`config.mk`:
```
export PLATFORM = sky130hd
export DESIGN_NAME = i2c_master_bit_engine
export DESIGN_NICKNAME = d
export VERILOG_FILES = /design/src/hdl/i2cm_pkg.sv /design/src/hdl/i2cm_front.sv /design/src/hdl/i2cm_seq.sv /design/src/hdl/i2cm_outq.sv /design/src/hdl/i2c_master_bit_engine.sv
export SDC_FILE = /design/constraint.sdc
export NUM_CORES = 1
export LEC_CHECK = 0
export ABC_AREA = 1
export BUFFER_PORTS_ARGS = -buffer_cell sky130_fd_sc_hd__buf_2
export CORE_MARGIN = 1
export CORE_UTILIZATION = 45
export CTS_CLUSTER_DIAMETER = 120
export DETAILED_ROUTE_END_ITERATION = 12
export GPL_TIMING_DRIVEN = 0
export PLACE_DENSITY = 0.61
export SETUP_SLACK_MARGIN = 0.15
export SYNTH_ARGS = -nofsm -noshare
export SYNTH_HDL_FRONTEND = slang
export SYNTH_HIERARCHICAL = 1
export SYNTH_SLANG_ARGS = --single-unit
export TNS_END_PERCENT = 50
```
`constraint.sdc`:
```
create_clock -name clk -period 5.87 [get_ports clk]
set_input_delay 0.2935 -clock clk [delete_from_list [all_inputs] [get_ports clk]]
set_output_delay 0.2935 -clock clk [all_outputs]
set_load 0.01 [all_outputs]
```
`src/hdl/i2cm_pkg.sv`:
```
`default_nettype none

package i2cm_pkg;

    // Width of the line phase and acknowledge timers.
    localparam int TIMER_W = 16;

    // Command codes carried by the operation field.
    localparam logic [2:0] OP_START = 3'd0;
    localparam logic [2:0] OP_STOP  = 3'd1;
    localparam logic [2:0] OP_WRITE = 3'd2;
    localparam logic [2:0] OP_READ  = 3'd3;
    localparam logic [2:0] OP_WAIT  = 3'd4;

    // Configuration register indexes.
    localparam logic CFG_HALF_PERIOD = 1'b0;
    localparam logic CFG_ACK_TIMEOUT = 1'b1;

    // One classified tick, as queued between the front and the sequencer.
    typedef struct packed {
        logic       cmd_ok;
        logic [2:0] operation;
        logic [7:0] write_data;
        logic       send_ack;
        logic       sda_in;
    } tick_t;

    // One result item.
    typedef struct packed {
        logic       scl_out;
        logic       sda_out;
        logic       busy_res;
        logic       done_res;
        logic [7:0] read_data;
        logic       ack_failed;
    } res_t;

    // Sequencer status seen by the top level.
    typedef struct packed {
        logic advance;
        logic busy;
    } seq_status_t;

endpackage

`default_nettype wire

```
`src/hdl/i2cm_front.sv`:
```
`default_nettype none

module i2cm_front
    import i2cm_pkg::*;
(
    input  wire logic       clk,
    input  wire logic       rst_n,
    input  wire logic       push,
    output logic            full,
    input  wire logic       cmd_valid,
    input  wire logic [2:0] operation,
    input  wire logic [7:0] write_data,
    input  wire logic       send_ack,
    input  wire logic       sda_in,
    output logic            q_valid,
    output tick_t           q_item,
    input  wire logic       q_pop
);

    tick_t      mem_reg [2];
    logic       wr_ptr_reg;
    logic       rd_ptr_reg;
    logic [1:0] count_reg;
    logic [1:0] count_next;
    logic       wr_en;
    logic       rd_en;
    tick_t      item_in;

    // Classify the tick: only a legal operation counts as a command.
    always_comb
    begin
        item_in.cmd_ok     = cmd_valid && (operation <= OP_WAIT);
        item_in.operation  = operation;
        item_in.write_data = write_data;
        item_in.send_ack   = send_ack;
        item_in.sda_in     = sda_in;
    end

    assign full    = (count_reg == 2'd2);
    assign wr_en   = push && !full;
    assign q_valid = (count_reg != 2'd0);
    assign rd_en   = q_pop && q_valid;
    assign q_item  = mem_reg[rd_ptr_reg];

    // Occupancy of the two-entry queue.
    always_comb
    begin
        count_next = count_reg;
        if (wr_en && !rd_en)
        begin
            count_next = count_reg + 2'd1;
        end
        else if (rd_en && !wr_en)
        begin
            count_next = count_reg - 2'd1;
        end
    end

    // Queue pointers and count.
    always_ff @(posedge clk or negedge rst_n)
    begin
        if (!rst_n)
        begin
            wr_ptr_reg <= 1'b0;
            rd_ptr_reg <= 1'b0;
            count_reg  <= 2'd0;
        end
        else
        begin
            if (wr_en)
            begin
                wr_ptr_reg <= !wr_ptr_reg;
            end
            if (rd_en)
            begin
                rd_ptr_reg <= !rd_ptr_reg;
            end
            count_reg <= count_next;
        end
    end

    // Queue storage.
    always_ff @(posedge clk)
    begin
        if (wr_en)
        begin
            mem_reg[wr_ptr_reg] <= item_in;
        end
    end

endmodule

`default_nettype wire

```
`src/hdl/i2cm_seq.sv`:
```
`default_nettype none

module i2cm_seq
    import i2cm_pkg::*;
(
    input  wire logic               clk,
    input  wire logic               rst_n,
    input  wire logic               cfg_we,
    input  wire logic               cfg_addr,
    input  wire logic [TIMER_W-1:0] cfg_data,
    input  wire logic               in_valid,
    input  wire tick_t              in_item,
    output logic                    in_pop,
    input  wire logic               res_ready,
    output logic                    res_push,
    output res_t                    res_item,
    output seq_status_t             status
);

    localparam logic [2:0] PH_IDLE = 3'd0;
    localparam logic [2:0] PH_1    = 3'd1;
    localparam logic [2:0] PH_2    = 3'd2;
    localparam logic [2:0] PH_3    = 3'd3;
    localparam logic [2:0] PH_4    = 3'd4;
    localparam logic [2:0] PH_5    = 3'd5;
    localparam logic [2:0] PH_6    = 3'd6;
    localparam logic [2:0] PH_7    = 3'd7;

    logic [TIMER_W-1:0] half_reg;
    logic [TIMER_W-1:0] timeout_reg;

    logic [2:0]         phase_reg,  phase_next;
    logic [2:0]         op_reg,     op_next;
    logic [3:0]         bit_reg,    bit_next;
    logic [7:0]         shift_reg,  shift_next;
    logic [TIMER_W-1:0] ptimer_reg, ptimer_next;
    logic [TIMER_W-1:0] atimer_reg, atimer_next;
    logic               choice_reg, choice_next;
    logic               scl_reg,    scl_next;
    logic               sda_reg,    sda_next;
    logic [7:0]         rx_reg,     rx_next;
    logic               fail_reg,   fail_next;

    logic               advance;
    logic               done;
    logic               do_enter;
    logic               write_end;
    logic [2:0]         step;
    logic [TIMER_W-1:0] hold;
    logic [TIMER_W-1:0] ptimer_dec;
    logic [3:0]         bit_inc;

    // Line levels {scl, sda} set on entry to a step of a command.
    function automatic logic [1:0] enter_lines(
        input logic [2:0] op,
        input logic [2:0] st,
        input logic       choice,
        input logic       msb,
        input logic       scl,
        input logic       sda
    );
        logic       a;
        logic [1:0] lv;
        a = !choice;
        unique case (op)
            OP_START:
            begin
                if (st == PH_1)      lv = 2'b11;
                else if (st == PH_2) lv = 2'b10;
                else                 lv = 2'b00;
            end
            OP_STOP:
            begin
                if (st == PH_1)      lv = {scl, 1'b0};
                else if (st == PH_2) lv = 2'b10;
                else                 lv = 2'b11;
            end
            OP_WRITE:
            begin
                lv = {st != PH_1, msb};
            end
            OP_READ:
            begin
                if (st == PH_1)      lv = {1'b1, sda};
                else if (st == PH_2) lv = {1'b0, sda};
                else if (st == PH_3) lv = {1'b0, a};
                else if (st == PH_4) lv = {1'b1, a};
                else if (st == PH_5) lv = {1'b0, a};
                else                 lv = 2'b01;
            end
            default:
            begin
                if (st == PH_1)                     lv = {scl, 1'b1};
                else if (st == PH_2 || st == PH_3)  lv = 2'b11;
                else if (st == PH_4)                lv = {scl, 1'b0};
                else if (st == PH_5)                lv = 2'b10;
                else if (st == PH_6)                lv = 2'b11;
                else                                lv = {1'b0, sda};
            end
        endcase
        return lv;
    endfunction

    // One tick is consumed whenever it is queued and the result has room.
    assign advance  = in_valid && res_ready;
    assign in_pop   = advance;
    assign res_push = advance;

    assign hold       = (half_reg == '0) ? {{(TIMER_W-1){1'b0}}, 1'b1} : half_reg;
    assign ptimer_dec = (ptimer_reg != '0) ? ptimer_reg - TIMER_W'(1) : ptimer_reg;
    assign bit_inc    = bit_reg + 4'd1;

    // Step sequencer: decide the next step and the line levels for this tick.
    always_comb
    begin
        phase_next  = phase_reg;
        op_next     = op_reg;
        bit_next    = bit_reg;
        shift_next  = shift_reg;
        ptimer_next = ptimer_reg;
        atimer_next = atimer_reg;
        choice_next = choice_reg;
        rx_next     = rx_reg;
        fail_next   = fail_reg;
        done        = 1'b0;
        do_enter    = 1'b0;
        write_end   = 1'b0;
        step        = PH_IDLE;

        if (advance)
        begin
            if (phase_reg == PH_IDLE)
            begin
                if (in_item.cmd_ok)
                begin
                    op_next     = in_item.operation;
                    bit_next    = 4'd0;
                    shift_next  = (in_item.operation == OP_WRITE) ? in_item.write_data : 8'd0;
                    choice_next = in_item.send_ack;
                    if (in_item.operation == OP_WAIT)
                    begin
                        fail_next = 1'b0;
                    end
                    do_enter = 1'b1;
                    step     = PH_1;
                end
            end
            else if (op_reg == OP_WAIT && phase_reg == PH_3)
            begin
                // Poll SDA with SCL high until the slave pulls it low or the acknowledge timeout runs out.
                if (!in_item.sda_in)
                begin
                    do_enter = 1'b1;
                    step     = PH_7;
                end
                else if (atimer_reg >= timeout_reg)
                begin
                    fail_next = 1'b1;
                    do_enter  = 1'b1;
                    step      = PH_4;
                end
                else
                begin
                    atimer_next = atimer_reg + TIMER_W'(1);
                end
            end
            else
            begin
                ptimer_next = ptimer_dec;
                if (ptimer_dec == '0)
                begin
                    unique case (op_reg)
                        OP_START, OP_STOP:
                        begin
                            if (phase_reg >= PH_3)
                            begin
                                done = 1'b1;
                            end
                            else
                            begin
                                do_enter = 1'b1;
                                step     = phase_reg + 3'd1;
                            end
                        end
                        OP_WRITE:
                        begin
                            if (phase_reg == PH_1)
                            begin
                                do_enter = 1'b1;
                                step     = PH_2;
                            end
                            else
                            begin
                                shift_next = {shift_reg[6:0], 1'b0};
                                bit_next   = bit_inc;
                                if (bit_inc >= 4'd8)
                                begin
                                    write_end = 1'b1;
                                    done      = 1'b1;
                                end
                                else
                                begin
                                    do_enter = 1'b1;
                                    step     = PH_1;
                                end
                            end
                        end
                        OP_READ:
                        begin
                            if (phase_reg == PH_1)
                            begin
                                shift_next = {shift_reg[6:0], in_item.sda_in};
                                do_enter   = 1'b1;
                                step       = PH_2;
                            end
                            else if (phase_reg == PH_2)
                            begin
                                bit_next = bit_inc;
                                do_enter = 1'b1;
                                if (bit_inc >= 4'd8)
                                begin
                                    rx_next = shift_reg;
                                    step    = PH_3;
                                end
                                else
                                begin
                                    step = PH_1;
                                end
                            end
                            else if (phase_reg == PH_5)
                            begin
                                if (!choice_reg)
                                begin
                                    done = 1'b1;
                                end
                                else
                                begin
                                    do_enter = 1'b1;
                                    step     = PH_6;
                                end
                            end
                            else if (phase_reg >= PH_6)
                            begin
                                done = 1'b1;
                            end
                            else
                            begin
                                do_enter = 1'b1;
                                step     = phase_reg + 3'd1;
                            end
                        end
                        default:
                        begin
                            if (phase_reg >= PH_7)
                            begin
                                done = 1'b1;
                            end
                            else
                            begin
                                do_enter = 1'b1;
                                step     = phase_reg + 3'd1;
                            end
                        end
                    endcase
                end
            end
        end

        // Step entry, write completion and command completion.
        {scl_next, sda_next} = {scl_reg, sda_reg};
        if (do_enter)
        begin
            phase_next  = step;
            ptimer_next = hold;
            {scl_next, sda_next} = enter_lines(op_next, step, choice_next,
                                               shift_next[7], scl_reg, sda_reg);
            if (op_next == OP_WAIT && step == PH_3)
            begin
                atimer_next = '0;
            end
        end
        if (write_end)
        begin
            {scl_next, sda_next} = 2'b01;
        end
        if (done)
        begin
            phase_next  = PH_IDLE;
            ptimer_next = '0;
        end
    end

    // Result of this tick, taken after the update.
    always_comb
    begin
        res_item.scl_out    = scl_next;
        res_item.sda_out    = sda_next;
        res_item.busy_res   = (phase_next != PH_IDLE);
        res_item.done_res   = done;
        res_item.read_data  = rx_next;
        res_item.ack_failed = fail_next;
    end

    assign status.advance = advance;
    assign status.busy    = (phase_reg != PH_IDLE);

    // Configuration registers.
    always_ff @(posedge clk or negedge rst_n)
    begin
        if (!rst_n)
        begin
            half_reg    <= TIMER_W'(2);
            timeout_reg <= TIMER_W'(250);
        end
        else if (cfg_we)
        begin
            unique case (cfg_addr)
                CFG_HALF_PERIOD: half_reg    <= cfg_data;
                CFG_ACK_TIMEOUT: timeout_reg <= cfg_data;
                default:         half_reg    <= half_reg;
            endcase
        end
    end

    // Sequencer state.
    always_ff @(posedge clk or negedge rst_n)
    begin
        if (!rst_n)
        begin
            phase_reg  <= PH_IDLE;
            op_reg     <= OP_START;
            bit_reg    <= 4'd0;
            shift_reg  <= 8'd0;
            ptimer_reg <= '0;
            atimer_reg <= '0;
            choice_reg <= 1'b0;
            scl_reg    <= 1'b1;
            sda_reg    <= 1'b1;
            rx_reg     <= 8'd0;
            fail_reg   <= 1'b0;
        end
        else
        begin
            phase_reg  <= phase_next;
            op_reg     <= op_next;
            bit_reg    <= bit_next;
            shift_reg  <= shift_next;
            ptimer_reg <= ptimer_next;
            atimer_reg <= atimer_next;
            choice_reg <= choice_next;
            scl_reg    <= scl_next;
            sda_reg    <= sda_next;
            rx_reg     <= rx_next;
            fail_reg   <= fail_next;
        end
    end

endmodule

`default_nettype wire

```
`src/hdl/i2cm_outq.sv`:
```
`default_nettype none

module i2cm_outq
    import i2cm_pkg::*;
(
    input  wire logic clk,
    input  wire logic rst_n,
    input  wire logic res_push,
    input  wire res_t res_item,
    output logic      res_ready,
    output logic      empty,
    input  wire logic pop,
    output res_t      head
);

    res_t       mem_reg [2];
    logic       wr_ptr_reg;
    logic       rd_ptr_reg;
    logic [1:0] count_reg;
    logic [1:0] count_next;
    logic       wr_en;
    logic       rd_en;

    // A full queue still takes an item in the cycle its head is taken.
    assign empty     = (count_reg == 2'd0);
    assign rd_en     = pop && !empty;
    assign res_ready = (count_reg != 2'd2) || rd_en;
    assign wr_en     = res_push && res_ready;
    assign head      = mem_reg[rd_ptr_reg];

    // Occupancy of the result queue.
    always_comb
    begin
        count_next = count_reg;
        if (wr_en && !rd_en)
        begin
            count_next = count_reg + 2'd1;
        end
        else if (rd_en && !wr_en)
        begin
            count_next = count_reg - 2'd1;
        end
    end

    // Queue pointers and count.
    always_ff @(posedge clk or negedge rst_n)
    begin
        if (!rst_n)
        begin
            wr_ptr_reg <= 1'b0;
            rd_ptr_reg <= 1'b0;
            count_reg  <= 2'd0;
        end
        else
        begin
            if (wr_en)
            begin
                wr_ptr_reg <= !wr_ptr_reg;
            end
            if (rd_en)
            begin
                rd_ptr_reg <= !rd_ptr_reg;
            end
            count_reg <= count_next;
        end
    end

    // Queue storage.
    always_ff @(posedge clk)
    begin
        if (wr_en)
        begin
            mem_reg[wr_ptr_reg] <= res_item;
        end
    end

endmodule

`default_nettype wire

```
`src/hdl/i2c_master_bit_engine.sv`:
```
// A tick is held in the tick queue and its result in the result queue before it reaches the ports.
// Throughput: one tick per clock while neither queue stalls; the step sequencer updates once per tick.
// A two-entry tick queue and a two-entry result queue let either side stall alone.
// Reset (rst_n low, asynchronous) empties both queues, idles the sequencer, releases
// both lines high and loads the half period with 2 and the acknowledge timeout with 250.
`default_nettype none

module i2c_master_bit_engine
    import i2cm_pkg::*;
(
    input  wire logic               clk,
    input  wire logic               rst_n,
    input  wire logic               cfg_we,
    input  wire logic               cfg_addr,
    input  wire logic [TIMER_W-1:0] cfg_data,
    input  wire logic               push,
    output logic                    full,
    input  wire logic               cmd_valid,
    input  wire logic [2:0]         operation,
    input  wire logic [7:0]         write_data,
    input  wire logic               send_ack,
    input  wire logic               sda_in,
    output logic                    empty,
    input  wire logic               pop,
    output logic                    scl_out,
    output logic                    sda_out,
    output logic                    busy_res,
    output logic                    done_res,
    output logic [7:0]              read_data,
    output logic                    ack_failed
);

    logic        q_valid;
    tick_t       q_item;
    logic        q_pop;
    logic        res_ready;
    logic        res_push;
    res_t        res_item;
    res_t        head;
    seq_status_t status;

    // Front: accepts and classifies ticks.
    i2cm_front u_front
    (
        .clk        (clk),
        .rst_n      (rst_n),
        .push       (push),
        .full       (full),
        .cmd_valid  (cmd_valid),
        .operation  (operation),
        .write_data (write_data),
        .send_ack   (send_ack),
        .sda_in     (sda_in),
        .q_valid    (q_valid),
        .q_item     (q_item),
        .q_pop      (q_pop)
    );

    // Back: line step sequencer.
    i2cm_seq u_seq
    (
        .clk       (clk),
        .rst_n     (rst_n),
        .cfg_we    (cfg_we),
        .cfg_addr  (cfg_addr),
        .cfg_data  (cfg_data),
        .in_valid  (q_valid),
        .in_item   (q_item),
        .in_pop    (q_pop),
        .res_ready (res_ready),
        .res_push  (res_push),
        .res_item  (res_item),
        .status    (status)
    );

    // Result queue towards the consumer.
    i2cm_outq u_outq
    (
        .clk       (clk),
        .rst_n     (rst_n),
        .res_push  (res_push),
        .res_item  (res_item),
        .res_ready (res_ready),
        .empty     (empty),
        .pop       (pop),
        .head      (head)
    );

    assign scl_out    = head.scl_out;
    assign sda_out    = head.sda_out;
    assign busy_res   = head.busy_res;
    assign done_res   = head.done_res;
    assign read_data  = head.read_data;
    assign ack_failed = head.ack_failed;

`ifndef SYNTHESIS
    // A completing command always leaves the sequencer idle.
    a_done_not_busy: assert property (@(posedge clk) disable iff (!rst_n)
        res_push && res_item.done_res |-> !res_item.busy_res)
        else $error("done item still shows busy");

    // Without a consumed tick the sequencer cannot change its busy state.
    a_stall_holds: assert property (@(posedge clk) disable iff (!rst_n)
        !status.advance |=> $stable(status.busy))
        else $error("sequencer moved while stalled");

    // A result is only produced when a queued tick is consumed.
    a_push_needs_tick: assert property (@(posedge clk) disable iff (!rst_n)
        res_push |-> q_valid && q_pop && res_ready)
        else $error("result pushed without a tick");

    // A pending result is visible on the ports in the next cycle.
    a_result_visible: assert property (@(posedge clk) disable iff (!rst_n)
        res_push |=> !empty)
        else $error("result queue empty after push");
`endif

endmodule

`default_nettype wire

```
==> run metrics <==
endpoints failing setup 0; max-slew violation count 0; number of violations reported at the end of detailed-routing iteration 0 523; period utilization 0.568; library cell contributing the largest single delay on the critical path dfrtp_1; commonest non-fill, non-tap cell in the layout nand2_1; headroom to the max-slew limit 0.153; largest driver fanout on the critical path 10; count of buffering cells on the critical path with inverters included 4; cell-by-cell listing of the critical path inv_1 > ha_1 > nand2_4 > nor2_4 > nand2_2 > buf_6 > buf_6 > nand2_1 > nand3_1 > nor2_2 > nand4_1 > nand2_1 > nand2_1 > nand2_1 > nand2_1 > o21ai_0 > nand3_1 > nand2_1 > a21oi_1 > buf_4; # Max-Cap Violations 0; total congestion overflow after global routing 0; data arrival time of the critical path 3.52 ns; Syn Area/Cell 8.10 µm²; IR Drop Worst-Case VDD 0.000217 V; total nets after synthesis 1131; power density relative to cell area 501 nW/µm²; actual slew at the worst max-slew pin 1.27 ns; ratio of routed vias to standard cells 4.96; post-synthesis instance total 1068; unrepaired setup endpoints after global routing false; Sequential Area 4190 µm²; launching instance or port of the critical path u_seq/ptimer_reg[0]$_DFFE_PN0P_; min-delay src write_data[1]; Syn. warnings 6; antenna cell count 0; WL final 19200 µm; Pre-antenna DRT Iters 7; clk slew on worst S/H paths 0.06 ns; run status completed; remaining antenna violation count after routing 0; routability cong. 0.896; number of placed instances with taps included 1353; post-detailed-route DRC marker count 0; CTS HTree Levels 4; nets 1203; most frequent cells in the layout nand2_1 (338), inv_1 (145), o21ai_0 (97); Die H 141 µm; non-filler cells in the finished layout 1387; largest net degree at the start of global routing 59; final critical-path required period 3.33 ns; Most common cell on crit path nand2_1; Die Footprint 19800 µm²; number of rows created at floorplan 50; Via Count 6878; Critical Setup Path Class flop to flop; type of the most critical hold path input pin to flop; starting density of the core 0.461; kind of cell adding the most delay to the critical path simple AND/OR/NAND/NOR gates; horizontal extent of the die 141 µm; latest clock arrival within the worst-skew pair 0.43 ns; I/O Pins 51; DP HPWL 14500 µm; post-synth design cell area 8650 µm²; startpoint of the worst-slack reg-to-reg timing path u_seq/ptimer_reg[0]$_DFFE_PN0P_; number of antenna violations at the first check in global routing 0; global-route usage over all layers 0.207; capturing element type of the critical path flop; detail-routed net length per standard cell 13.9 µm; number of gates given a new drive strength after cts 0; hold violation total from the final report 0; number of clock buffers inserted by TritonCTS 17; startpoint type of the worst setup path flop; delay of the slowest cell on the worst path 0.42 ns; buffer cell driving the clock tree root clkbuf_16; TritonCTS clock tree built; number of clock sinks seen by CTS 156; summed negative setup slack over all endpoints 0 ns; setup clock skew after layout 0.0108 ns; share of the core filled with cells in the final layout 0.525; number of global-route vias before repair 6398; achievable clock frequency 300 MHz; number of buffers inserted by port buffering 50; fraction of final layout cells with drive strength greater than 1 0.149; CP required 6.06 ns; Post-Route Hold Slack 0.0556 ns; clk buf depth 2; growth of design area from synthesis to finish 13.8%; combined area of the multi-input logic cells 3670 µm²; leakage power figure 4.91 nW; placeable core region 18800 µm²; first-pass GRT wire length 32100 µm; count of filler cells inserted in the layout 1794; number of flip-flops in the largest register 28
==> final timing paths <==
kind / end / slack [ns] / depth (start not counted)
min: u_front/mem_reg[0][3]$_DFFE_PP_ / 0.06 / 1
min reg2reg: u_outq/wr_ptr_reg$_DFFE_PN0N_ / 0.48 / 2
max reg2reg: u_outq/mem_reg[0][12]$_DFFE_PP_ / 2.54 / 20
max in group asynchronous: u_seq/sda_reg$_DFF_PN1_ / 4.63 / 3
max: u_outq/mem_reg[0][12]$_DFFE_PP_ / 2.54 / 20
min in group asynchronous: u_seq/atimer_reg[3]$_DFF_PN0_ / 0.48 / 2
==> timing repair <==
action,4_1_cts,5_1_grt
setup buffers,0,0
hold buffers,1,0
hold endpoints to repair,23,0
==> final cells by class <==
type / instances / share of cell area
buffer: 27 / 0.0192
clock buffer: 17 / 0.0432
clock inverter: 15 / 0.0184
inverter: 159 / 0.0610
multi-input combinational: 726 / 0.373
sequential: 156 / 0.425
tap: 234 / 0.0297
timing repair buffer: 53 / 0.0300
==> routing by layer <==
layer  GRT usage  wire [µm]
met1       0.299       9720
met2       0.318       8600
met3      0.0394        723
met4      0.0555        179
met5           0          0
==> stage by stage <==
step	power (mW)	setup slack [ns]	instance area (µm²)
5_1_grt	5.33	2.27	9840
3_5_place_dp	3.81	2.62	9220
2_1_floorplan	3.22	3.10	8650
6_report	4.93	2.54	9840
3_3_place_gp	3.79	2.62	9190
4_1_cts	4.96	2.57	9840
==> power by group <==
| part | leakage, nW | internal [mW] | switching (mW) |
|---|---|---|---|
| Combinational | 2.85 | 0.693 | 1.39 |
| Clock | 0.297 | 0.675 | 0.452 |
| Sequential | 1.76 | 1.49 | 0.226 |
No activity file was read; power rests on OpenSTA's default activity.
